File: src/ucrr_pkg.sv
// Package: shared types and constants for the USB control request responder.
`default_nettype none
package ucrr_pkg;

    // Setup packet fields.
    typedef struct packed {
        logic [7:0]  request_type;
        logic [7:0]  request_code;
        logic [15:0] request_value;
        logic [15:0] request_length;
    } t_req;

    // One result item.
    typedef struct packed {
        logic [1:0] reply_kind;
        logic [7:0] data_byte;
        logic       packet_end;
        logic       last;
        logic [6:0] device_address_out;
        logic       address_enabled_out;
        logic       configured_out;
        logic       endpoints_enabled_out;
    } t_rsp;

    // Reply kinds
    localparam logic [1:0] KIND_DATA  = 2'd0;
    localparam logic [1:0] KIND_ZLP   = 2'd1;
    localparam logic [1:0] KIND_STALL = 2'd2;

    // Requests, {bRequest, bmRequestType}
    localparam logic [15:0] REQ_GET_DESC = 16'h0680;
    localparam logic [15:0] REQ_SET_ADDR = 16'h0500;
    localparam logic [15:0] REQ_SET_CFG  = 16'h0900;
    localparam logic [15:0] REQ_CLR_FEAT = 16'h0101;

    // Descriptor selectors in wValue
    localparam logic [15:0] DVAL_DEVICE   = 16'h0100;
    localparam logic [15:0] DVAL_CONFIG   = 16'h0200;
    localparam logic [15:0] DVAL_TYPE_MSK = 16'h0F00;
    localparam logic [15:0] DVAL_STRING   = 16'h0300;
    localparam logic [7:0]  STR_IDX_LANG  = 8'd0;
    localparam logic [7:0]  STR_IDX_SER   = 8'd1;

    // Configuration register indexes
    localparam int         CFG_IDX_W       = 1;
    localparam logic [0:0] CFG_VENDOR_ID  = 1'd0;
    localparam logic [0:0] CFG_PRODUCT_ID = 1'd1;
    localparam logic [15:0] VENDOR_ID_RST  = 16'h0694;
    localparam logic [15:0] PRODUCT_ID_RST = 16'h0002;

    // Descriptor ROM layout
    localparam int ROM_DEPTH = 80;
    localparam int ROM_AW    = 7;
    localparam logic [ROM_AW-1:0] DEV_BASE  = 7'd0;
    localparam logic [ROM_AW-1:0] CFG_BASE  = 7'd18;
    localparam logic [ROM_AW-1:0] LANG_BASE = 7'd50;
    localparam logic [ROM_AW-1:0] SER_BASE  = 7'd54;

    // Lengths (6 bits holds the longest, 32)
    localparam logic [5:0] DEV_LEN  = 6'd18;
    localparam logic [5:0] CFG_LEN  = 6'd32;
    localparam logic [5:0] LANG_LEN = 6'd4;
    localparam logic [5:0] SER_LEN  = 6'd26;

    // Device descriptor bytes patched at run time
    localparam logic [4:0] DEV_IDX_MPS   = 5'd7;
    localparam logic [4:0] DEV_IDX_VID_L = 5'd8;
    localparam logic [4:0] DEV_IDX_VID_H = 5'd9;
    localparam logic [4:0] DEV_IDX_PID_L = 5'd10;
    localparam logic [4:0] DEV_IDX_PID_H = 5'd11;

    localparam logic [7:0] DESC_ROM [0:ROM_DEPTH-1] = '{
        // device (bytes 7..11 patched)
        8'h12, 8'h01, 8'h00, 8'h02, 8'h00, 8'h00, 8'h00, 8'h00, 8'h00,
        8'h00, 8'h00, 8'h00, 8'h00, 8'h00, 8'h00, 8'h00, 8'h01, 8'h01,
        // configuration
        8'h09, 8'h02, 8'h20, 8'h00, 8'h01, 8'h01, 8'h00, 8'hC0, 8'h00,
        8'h09, 8'h04, 8'h00, 8'h00, 8'h02, 8'hFF, 8'hFF, 8'hFF, 8'h00,
        8'h07, 8'h05, 8'h01, 8'h02, 8'h40, 8'h00, 8'h00,
        8'h07, 8'h05, 8'h82, 8'h02, 8'h40, 8'h00, 8'h00,
        // language string
        8'h04, 8'h03, 8'h09, 8'h04,
        // serial string
        8'h1A, 8'h03,
        8'h31, 8'h00, 8'h32, 8'h00, 8'h33, 8'h00, 8'h34, 8'h00,
        8'h35, 8'h00, 8'h36, 8'h00, 8'h37, 8'h00, 8'h38, 8'h00,
        8'h30, 8'h00, 8'h30, 8'h00, 8'h39, 8'h00, 8'h30, 8'h00
    };

endpackage
`default_nettype wire

File: src/usb_control_request_responder_unit.sv
// Top level: USB control endpoint responder for enumeration requests.
`default_nettype none
// Takes one setup packet per item and answers with a run of result items:
// descriptor bytes grouped into packets of PACKET_BYTES, a zero-length packet
// or a stall. Descriptor contents sit in a ROM with a registered read port;
// the read address runs one byte ahead of the output register so that a
// descriptor streams out at one byte per cycle while the sink is ready.
// A setup item yields 1 to 33 results; the ROM read loop sets the
// one-byte-per-cycle streaming rate. The next setup is accepted as soon as the
// last result of the current one sits in the output register. Address and
// configuration state updates at accept time, and every result of a request
// carries the state after that request. vendor_id/product_id are written
// through the plain config port (index 0 and 1); the user must write them only
// while idle, as the block itself does not enforce it.
module usb_control_request_responder_unit #(
    parameter int PACKET_BYTES = 8
) (
    input  wire logic                          i_clk,
    input  wire logic                          i_rst_n,
    // setup items
    input  wire logic                          i_req_valid,
    output      logic                          o_req_ready,
    input  wire ucrr_pkg::t_req                i_req,
    // result items
    output      logic                          o_rsp_valid,
    input  wire logic                          i_rsp_ready,
    output      ucrr_pkg::t_rsp                o_rsp,
    // config writes
    input  wire logic                          i_cfg_we,
    input  wire logic [ucrr_pkg::CFG_IDX_W-1:0] i_cfg_idx,
    input  wire logic [15:0]                   i_cfg_data
);
    import ucrr_pkg::*;

    localparam int PKT_W = $clog2(PACKET_BYTES);

    typedef enum logic [1:0] {S_IDLE, S_DATA, S_TAIL} t_state;

    // control and status registers
    t_state              r_state,    n_state;
    logic [ROM_AW-1:0]   r_base,     n_base;
    logic [5:0]          r_len,      n_len;
    logic [4:0]          r_idx,      n_idx;
    logic [PKT_W-1:0]    r_pkt,      n_pkt;
    logic                r_tail,     n_tail;
    logic [1:0]          r_tkind,    n_tkind;
    logic                r_rsp_valid, n_rsp_valid;
    t_rsp                r_rsp,      n_rsp;
    logic [6:0]          r_dev_addr, n_dev_addr;
    logic                r_addr_en,  n_addr_en;
    logic                r_cfgd,     n_cfgd;
    logic                r_ep_en,    n_ep_en;
    logic [15:0]         r_vid,      r_pid;
    logic [7:0]          r_rom_q;

    // decode of the incoming setup
    logic [15:0]         req_code;
    logic                accept;
    logic                load;
    logic                d_data;
    logic [ROM_AW-1:0]   d_base;
    logic [5:0]          d_len;
    logic                d_tail;
    logic [1:0]          d_kind;
    logic [5:0]          rd_idx;
    logic [ROM_AW-1:0]   rd_addr;
    logic                last_byte;
    logic [7:0]          byte_out;

    assign req_code    = {i_req.request_code, i_req.request_type};
    assign accept      = i_req_valid && (r_state == S_IDLE);
    assign load        = (r_state != S_IDLE) && (!r_rsp_valid || i_rsp_ready);
    assign o_req_ready = (r_state == S_IDLE);
    assign o_rsp_valid = r_rsp_valid;
    assign o_rsp       = r_rsp;

    always_comb begin
        d_data = 1'b0;
        d_base = DEV_BASE;
        d_len  = DEV_LEN;
        d_tail = 1'b0;
        d_kind = KIND_STALL;
        unique case (req_code)
            REQ_GET_DESC: begin
                if (i_req.request_value == DVAL_DEVICE) begin
                    d_data = 1'b1;
                end else if (i_req.request_value == DVAL_CONFIG) begin
                    d_base = CFG_BASE;
                    // clip to wLength; empty data stage becomes a ZLP
                    if (i_req.request_length < 16'(CFG_LEN)) begin
                        d_len = i_req.request_length[5:0];
                    end else begin
                        d_len = CFG_LEN;
                    end
                    d_data = (i_req.request_length != 16'd0);
                    d_tail = (i_req.request_length > 16'(CFG_LEN));
                    d_kind = KIND_ZLP;
                end else if ((i_req.request_value & DVAL_TYPE_MSK) == DVAL_STRING) begin
                    if (i_req.request_value[7:0] == STR_IDX_LANG) begin
                        d_data = 1'b1;
                        d_base = LANG_BASE;
                        d_len  = LANG_LEN;
                    end else if (i_req.request_value[7:0] == STR_IDX_SER) begin
                        d_data = 1'b1;
                        d_base = SER_BASE;
                        d_len  = SER_LEN;
                    end
                end
            end
            REQ_SET_ADDR, REQ_SET_CFG, REQ_CLR_FEAT: d_kind = KIND_ZLP;
            default: d_kind = KIND_STALL;
        endcase
    end

    // ROM read runs one byte ahead: r_rom_q always holds byte r_idx
    always_comb begin
        rd_idx = {1'b0, r_idx};
        if ((r_state == S_DATA) && load) begin
            rd_idx = {1'b0, r_idx} + 6'd1;
        end
        if (accept) begin
            rd_addr = d_base;
        end else begin
            rd_addr = r_base + ROM_AW'(rd_idx);
        end
    end

    always_ff @(posedge i_clk) begin
        if (rd_addr < ROM_AW'(ROM_DEPTH)) begin
            r_rom_q <= DESC_ROM[rd_addr];
        end else begin
            r_rom_q <= 8'h00;
        end
    end

    // patch run-time fields of the device descriptor
    always_comb begin
        byte_out = r_rom_q;
        if (r_base == DEV_BASE) begin
            case (r_idx)
                DEV_IDX_MPS:   byte_out = 8'(PACKET_BYTES);
                DEV_IDX_VID_L: byte_out = r_vid[7:0];
                DEV_IDX_VID_H: byte_out = r_vid[15:8];
                DEV_IDX_PID_L: byte_out = r_pid[7:0];
                DEV_IDX_PID_H: byte_out = r_pid[15:8];
                default:       byte_out = r_rom_q;
            endcase
        end
    end

    assign last_byte = (({1'b0, r_idx} + 6'd1) == r_len);

    always_comb begin
        n_state     = r_state;
        n_base      = r_base;
        n_len       = r_len;
        n_idx       = r_idx;
        n_pkt       = r_pkt;
        n_tail      = r_tail;
        n_tkind     = r_tkind;
        n_rsp_valid = r_rsp_valid;
        n_rsp       = r_rsp;
        n_dev_addr  = r_dev_addr;
        n_addr_en   = r_addr_en;
        n_cfgd      = r_cfgd;
        n_ep_en     = r_ep_en;

        if (r_rsp_valid && i_rsp_ready) begin
            n_rsp_valid = 1'b0;
        end

        unique case (r_state)
            S_IDLE: begin
                if (accept) begin
                    n_base  = d_base;
                    n_len   = d_len;
                    n_idx   = 5'd0;
                    n_pkt   = '0;
                    n_tail  = d_tail;
                    n_tkind = d_kind;
                    n_state = d_data ? S_DATA : S_TAIL;
                    if (req_code == REQ_SET_ADDR) begin
                        n_dev_addr = i_req.request_value[6:0];
                        n_addr_en  = (i_req.request_value[6:0] != 7'd0);
                    end
                    if (req_code == REQ_SET_CFG) begin
                        n_cfgd  = 1'b1;
                        n_ep_en = (i_req.request_value != 16'd0);
                    end
                end
            end
            S_DATA: begin
                if (load) begin
                    n_rsp_valid      = 1'b1;
                    n_rsp.reply_kind = KIND_DATA;
                    n_rsp.data_byte  = byte_out;
                    n_rsp.packet_end = last_byte ||
                                       (r_pkt == PKT_W'(PACKET_BYTES - 1));
                    n_rsp.last       = last_byte && !r_tail;
                    n_idx            = r_idx + 5'd1;
                    if (r_pkt == PKT_W'(PACKET_BYTES - 1)) begin
                        n_pkt = '0;
                    end else begin
                        n_pkt = r_pkt + PKT_W'(1);
                    end
                    if (last_byte) begin
                        n_tkind = KIND_ZLP;
                        n_state = r_tail ? S_TAIL : S_IDLE;
                    end
                end
            end
            S_TAIL: begin
                if (load) begin
                    n_rsp_valid      = 1'b1;
                    n_rsp.reply_kind = r_tkind;
                    n_rsp.data_byte  = 8'h00;
                    n_rsp.packet_end = 1'b0;
                    n_rsp.last       = 1'b1;
                    n_state          = S_IDLE;
                end
            end
            default: n_state = S_IDLE;
        endcase

        // status after the current request rides on every result
        n_rsp.device_address_out    = r_dev_addr;
        n_rsp.address_enabled_out   = r_addr_en;
        n_rsp.configured_out        = r_cfgd;
        n_rsp.endpoints_enabled_out = r_ep_en;
        if (!load) begin
            n_rsp.device_address_out    = r_rsp.device_address_out;
            n_rsp.address_enabled_out   = r_rsp.address_enabled_out;
            n_rsp.configured_out        = r_rsp.configured_out;
            n_rsp.endpoints_enabled_out = r_rsp.endpoints_enabled_out;
        end
    end

    always_ff @(posedge i_clk) begin
        if (!i_rst_n) begin
            r_state     <= S_IDLE;
            r_rsp_valid <= 1'b0;
            r_dev_addr  <= 7'd0;
            r_addr_en   <= 1'b0;
            r_cfgd      <= 1'b0;
            r_ep_en     <= 1'b0;
            r_idx       <= 5'd0;
            r_pkt       <= '0;
            r_tail      <= 1'b0;
            r_tkind     <= KIND_STALL;
            r_vid       <= VENDOR_ID_RST;
            r_pid       <= PRODUCT_ID_RST;
        end else begin
            r_state     <= n_state;
            r_rsp_valid <= n_rsp_valid;
            r_dev_addr  <= n_dev_addr;
            r_addr_en   <= n_addr_en;
            r_cfgd      <= n_cfgd;
            r_ep_en     <= n_ep_en;
            r_idx       <= n_idx;
            r_pkt       <= n_pkt;
            r_tail      <= n_tail;
            r_tkind     <= n_tkind;
            if (i_cfg_we) begin
                unique case (i_cfg_idx)
                    CFG_VENDOR_ID:  r_vid <= i_cfg_data;
                    CFG_PRODUCT_ID: r_pid <= i_cfg_data;
                    default: ;
                endcase
            end
        end
        r_base <= n_base;
        r_len  <= n_len;
        r_rsp  <= n_rsp;
    end

endmodule
`default_nettype wire

File: config.mk
export PLATFORM = sky130hd
export DESIGN_NAME = usb_control_request_responder_unit
export DESIGN_NICKNAME = d
export VERILOG_FILES = /design/src/ucrr_pkg.sv /design/src/usb_control_request_responder_unit.sv
export SDC_FILE = /design/constraint.sdc
export NUM_CORES = 1
export LEC_CHECK = 0
export BUFFER_PORTS_ARGS = -buffer_cell sky130_fd_sc_hd__clkbuf_2
export CORE_ASPECT_RATIO = 0.8
export CORE_MARGIN = 5
export CORE_UTILIZATION = 56
export CTS_CLUSTER_SIZE = 24
export DETAILED_ROUTE_END_ITERATION = 12
export HOLD_SLACK_MARGIN = 0.03
export PLACE_DENSITY_LB_ADDON = 0.15
export REMOVE_ABC_BUFFERS = 1
export SYNTH_ARGS = -nofsm -noshare
export SYNTH_HDL_FRONTEND = slang
export SYNTH_SLANG_ARGS = --single-unit
File: constraint.sdc
create_clock -name i_clk -period 4.2 [get_ports i_clk]
set_clock_uncertainty 0.15 [all_clocks]
set_input_delay 0.21 -clock i_clk [delete_from_list [all_inputs] [get_ports i_clk]]
set_output_delay 0.21 -clock i_clk [all_outputs]
set_load 0.05 [all_outputs]
==> run_results.csv <==
group,metric,value,unit
outcome,status,"finished clean",
timing,max_freq,263,MHz
finish,diodes,0,
synthesis,synth_edf_count,31,
route,firstDrtPassIters,5,
route,drt-total-wl,13800,um
synthesis,synth_commonest_cells,"nand2_1 (107), dfxtp_1 (64), edfxtp_1 (31), a21boi_0 (30), nor2_1 (29)",
clock_tree,cts_buffers,9,
synthesis,ys_seq_elements,95,
route,drc_errors,0,
global_routing,grt_max_degree,55,
global_routing,use_met2,38.2,%
worst_setup_path,cp.required,4320,ps
floorplanning,start_util,58.0,%
placement,dp_hpwl,9960,um
timing,worst_slew_pin_slew,1220,ps
timing,finalSetupTns,0,ps
timing,hold_violations,0,
placement,pre_cts_ws,412,ps
placement,port_buffers,93,
timing,fin_ws,400,ps
synthesis,synth.most_common_cell,"nand2_1",
timing,slew_viol_final,0,
worst_setup_path,worst_setup_path_end_kind,"flip-flop",
finish,fin_cells,827,
finish,drive_above_1_share,19.8,%
hold_path,worstHoldStart,"i_req[0]",
route,viasPerCell,5.87,
worst_setup_path,cp_max_fo,13,
synthesis,synth_cell_types,68,
clock_tree,cts_post_setup_buffers_inserted,0,
global_routing,top_usage_layer,"met2",
floorplanning,die_x,119,um
power,power.leakage,2.62,nW
worst_setup_path,critical_path.startpoint,"r_state[0]",
route,vias,4854,
clock_tree,clkTransAtPathRegs,70,ps
finish,final_cell_area,6400,um^2
floorplanning,row_count,31,
worst_setup_path,worst-setup-path-type,"flip-flop to flip-flop",
floorplanning,fp.coreArea,9150,um^2
floorplanning,ioPinCount,94,
clock_tree,cts_tree,"done",
clock_tree,clk_latency,350,ps
route,drt_iter0_drc,408,
worst_setup_path,cp-start-kind,"flip-flop",
floorplanning,die_y,97.1,um
global_routing,grt_overflow_total,0,
worst_setup_path,rr_startpoint,"r_state[0]",
finish,nets,799,
synthesis,yosys_most_used_dff,"dfxtp_1",
timing,relSlewSlack,18.6,%
clock_tree,cts_root_buffer,"clkbuf_16",
timing,rsz0062_at_grt,"false",
worst_setup_path,worstPathArrival,3920,ps
synthesis,postSynthCellCount,604,
synthesis,ys_seq_area_share,41.7,%
route,ant_nets,0,
synthesis,avgSynthCellArea,8.79,um^2
placement,place_area,5840,um^2
clock_tree,cts.path.max_buffers,2,
floorplanning,die_area,11500,um^2
placement,routabilityCongestion,0.871,
route,avgRoutedWirePerCell,16.7,um
clock_tree,clkSinkCount,95,
timing,min_period,3800,ps
power,power_density,358,nW/um^2
finish,syn_to_final_growth,20.6,%
finish,fillers,728,
global_routing,grt_pass1_wl,22500,um
global_routing,gr-usage-all-layers,23.8,%
clock_tree,ctsHtreeMaxLevel,3,
hold_path,hp-class,"input pin to flip-flop",
global_routing,grt_use_met1,31.8,%
job,drv_cap,0,
timing,period_share,90.5,%
synthesis,synth_area,5310,um^2
synthesis,synth_area_leader_cell,"dfxtp_1",
power,ir_drop,290,uV
global_routing,use_met3,6.34,%
synthesis,synth.area.top_cells,"dfxtp_1 (24%), edfxtp_1 (18%), nand2_1 (7.6%), ha_1 (5.0%), a21boi_0 (4.2%)",
placement,dp.cells,787,
synthesis,async_flop_share,0,%
synthesis,yosysTopAreaCellShare,24.1,%
timing,setup_viol,0,
global_routing,grt_antenna_before_repair,0,
synthesis,ys_warn_count,0,
global_routing,grt_pass1_vias,4640,
## cell type report
class | instances | area [um^2] | share of cell area (%)
Sequential cell | 95 | 2210 | 34.6
Tap cell | 115 | 144 | 2.25
Clock buffer | 9 | 225 | 3.52
Clock inverter | 7 | 86.3 | 1.35
Inverter | 16 | 60.1 | 0.938
Timing Repair Buffer | 126 | 773 | 12.1
Multi-Input combinational cell | 459 | 2900 | 45.3
## state kept, by name (all words and copies together) (netlist names)
register     flops
o_rsp           22
o_rsp_valid      1
r_addr_en        1
r_base           3
r_cfgd           1
r_dev_addr       7
r_ep_en          1
r_idx            5
r_len            6
r_pid           16
r_pkt            3
r_rom_q          8
r_state          2
r_tail           1
r_tkind          2
r_vid           16
## power breakdown
| part | switching (mW) | internal [mW] |
|---|---|---|
| sequential | 0.0279 | 1.01 |
| combinational | 0.260 | 0.139 |
| clock | 0.376 | 0.475 |
## cells by family (layout without fill, tap and decap cells)
family                   Yosys count  count (layout)  synth area share [%]
AO/OA/AOI/OAI                    148             148                  19.0
buffers and inverters             50             158                  3.89
XOR/XNOR                          14              14                  2.57
multiplexers                      12              12                  2.26
AND/OR/NAND/NOR                  263             263                  25.3
flip-flops                        95              95                  41.7
adder cells (fa/ha/maj)           22              22                  5.33
## worst max-delay path: stages (launching register included)
cell and delay (ps):
dfxtp_1 360, inv_1 70, ha_1 200, nand2b_1 190, nor2_1 310, nand2_1 110
xor2_1 290, inv_1 80, ha_1 270, a21oi_1 300, a21oi_1 120, mux2i_1 260
nand2_1 340, nor2_2 320, a31oi_1 140, a211oi_2 200
## repair_timing
| action | CTS | global route |
|---|---|---|
| endpoints found under the setup margin | 0 | 2 |
| hold buffers | 24 | 0 |
| resized for setup | 0 | 2 |
| endpoints found under the hold margin | 40 | 0 |
## through the flow
| step | hold slack [ps] | power [mW] | utilization [%] |
|---|---|---|---|
| after detailed placement | 265 | 1.44 | 63.8 |
| after global routing | 46.0 | 2.40 | 69.9 |
| after CTS | 32.9 | 2.30 | 69.9 |
| after global placement | 257 | 1.43 | 63.8 |
| after floorplan | 132 | 1.30 | - |
| final | 45.8 | 2.29 | 69.9 |
## layout by cell type, fill, tap and decap left out, types with 7 or more instances in the layout
cell,n
xnor2_1,7
dfxtp_1,64
nor2_1,28
clkbuf_2,93
o21ai_0,23
clkbuf_16,9
nor2b_1,22
edfxtp_1,31
and2_1,11
a21o_1,10
nand2_1,107
dlygate4sd3_1,24
a22oi_1,18
inv_1,16
nand3_1,19
mux2i_1,12
buf_4,9
and3_1,10
a21boi_0,30
nor3_1,14
a21oi_1,26
ha_1,21
## final timing paths
check	to	slack, ps	depth (start not counted)
hold / removal	r_len[0]	50	2
setup reg to reg	r_rom_q[1]	400	15
hold reg to reg	o_rsp[2]	280	0
setup / recovery	r_rom_q[1]	400	15
## routing by layer
metal  share of wire (%)  routed length (um)
met1                  44                6090
met2                  47                6500
met4                 1.3                 175
met5                   0                   0
met3                 7.5                1040
Note: power is estimated with default switching activity, not from simulation.
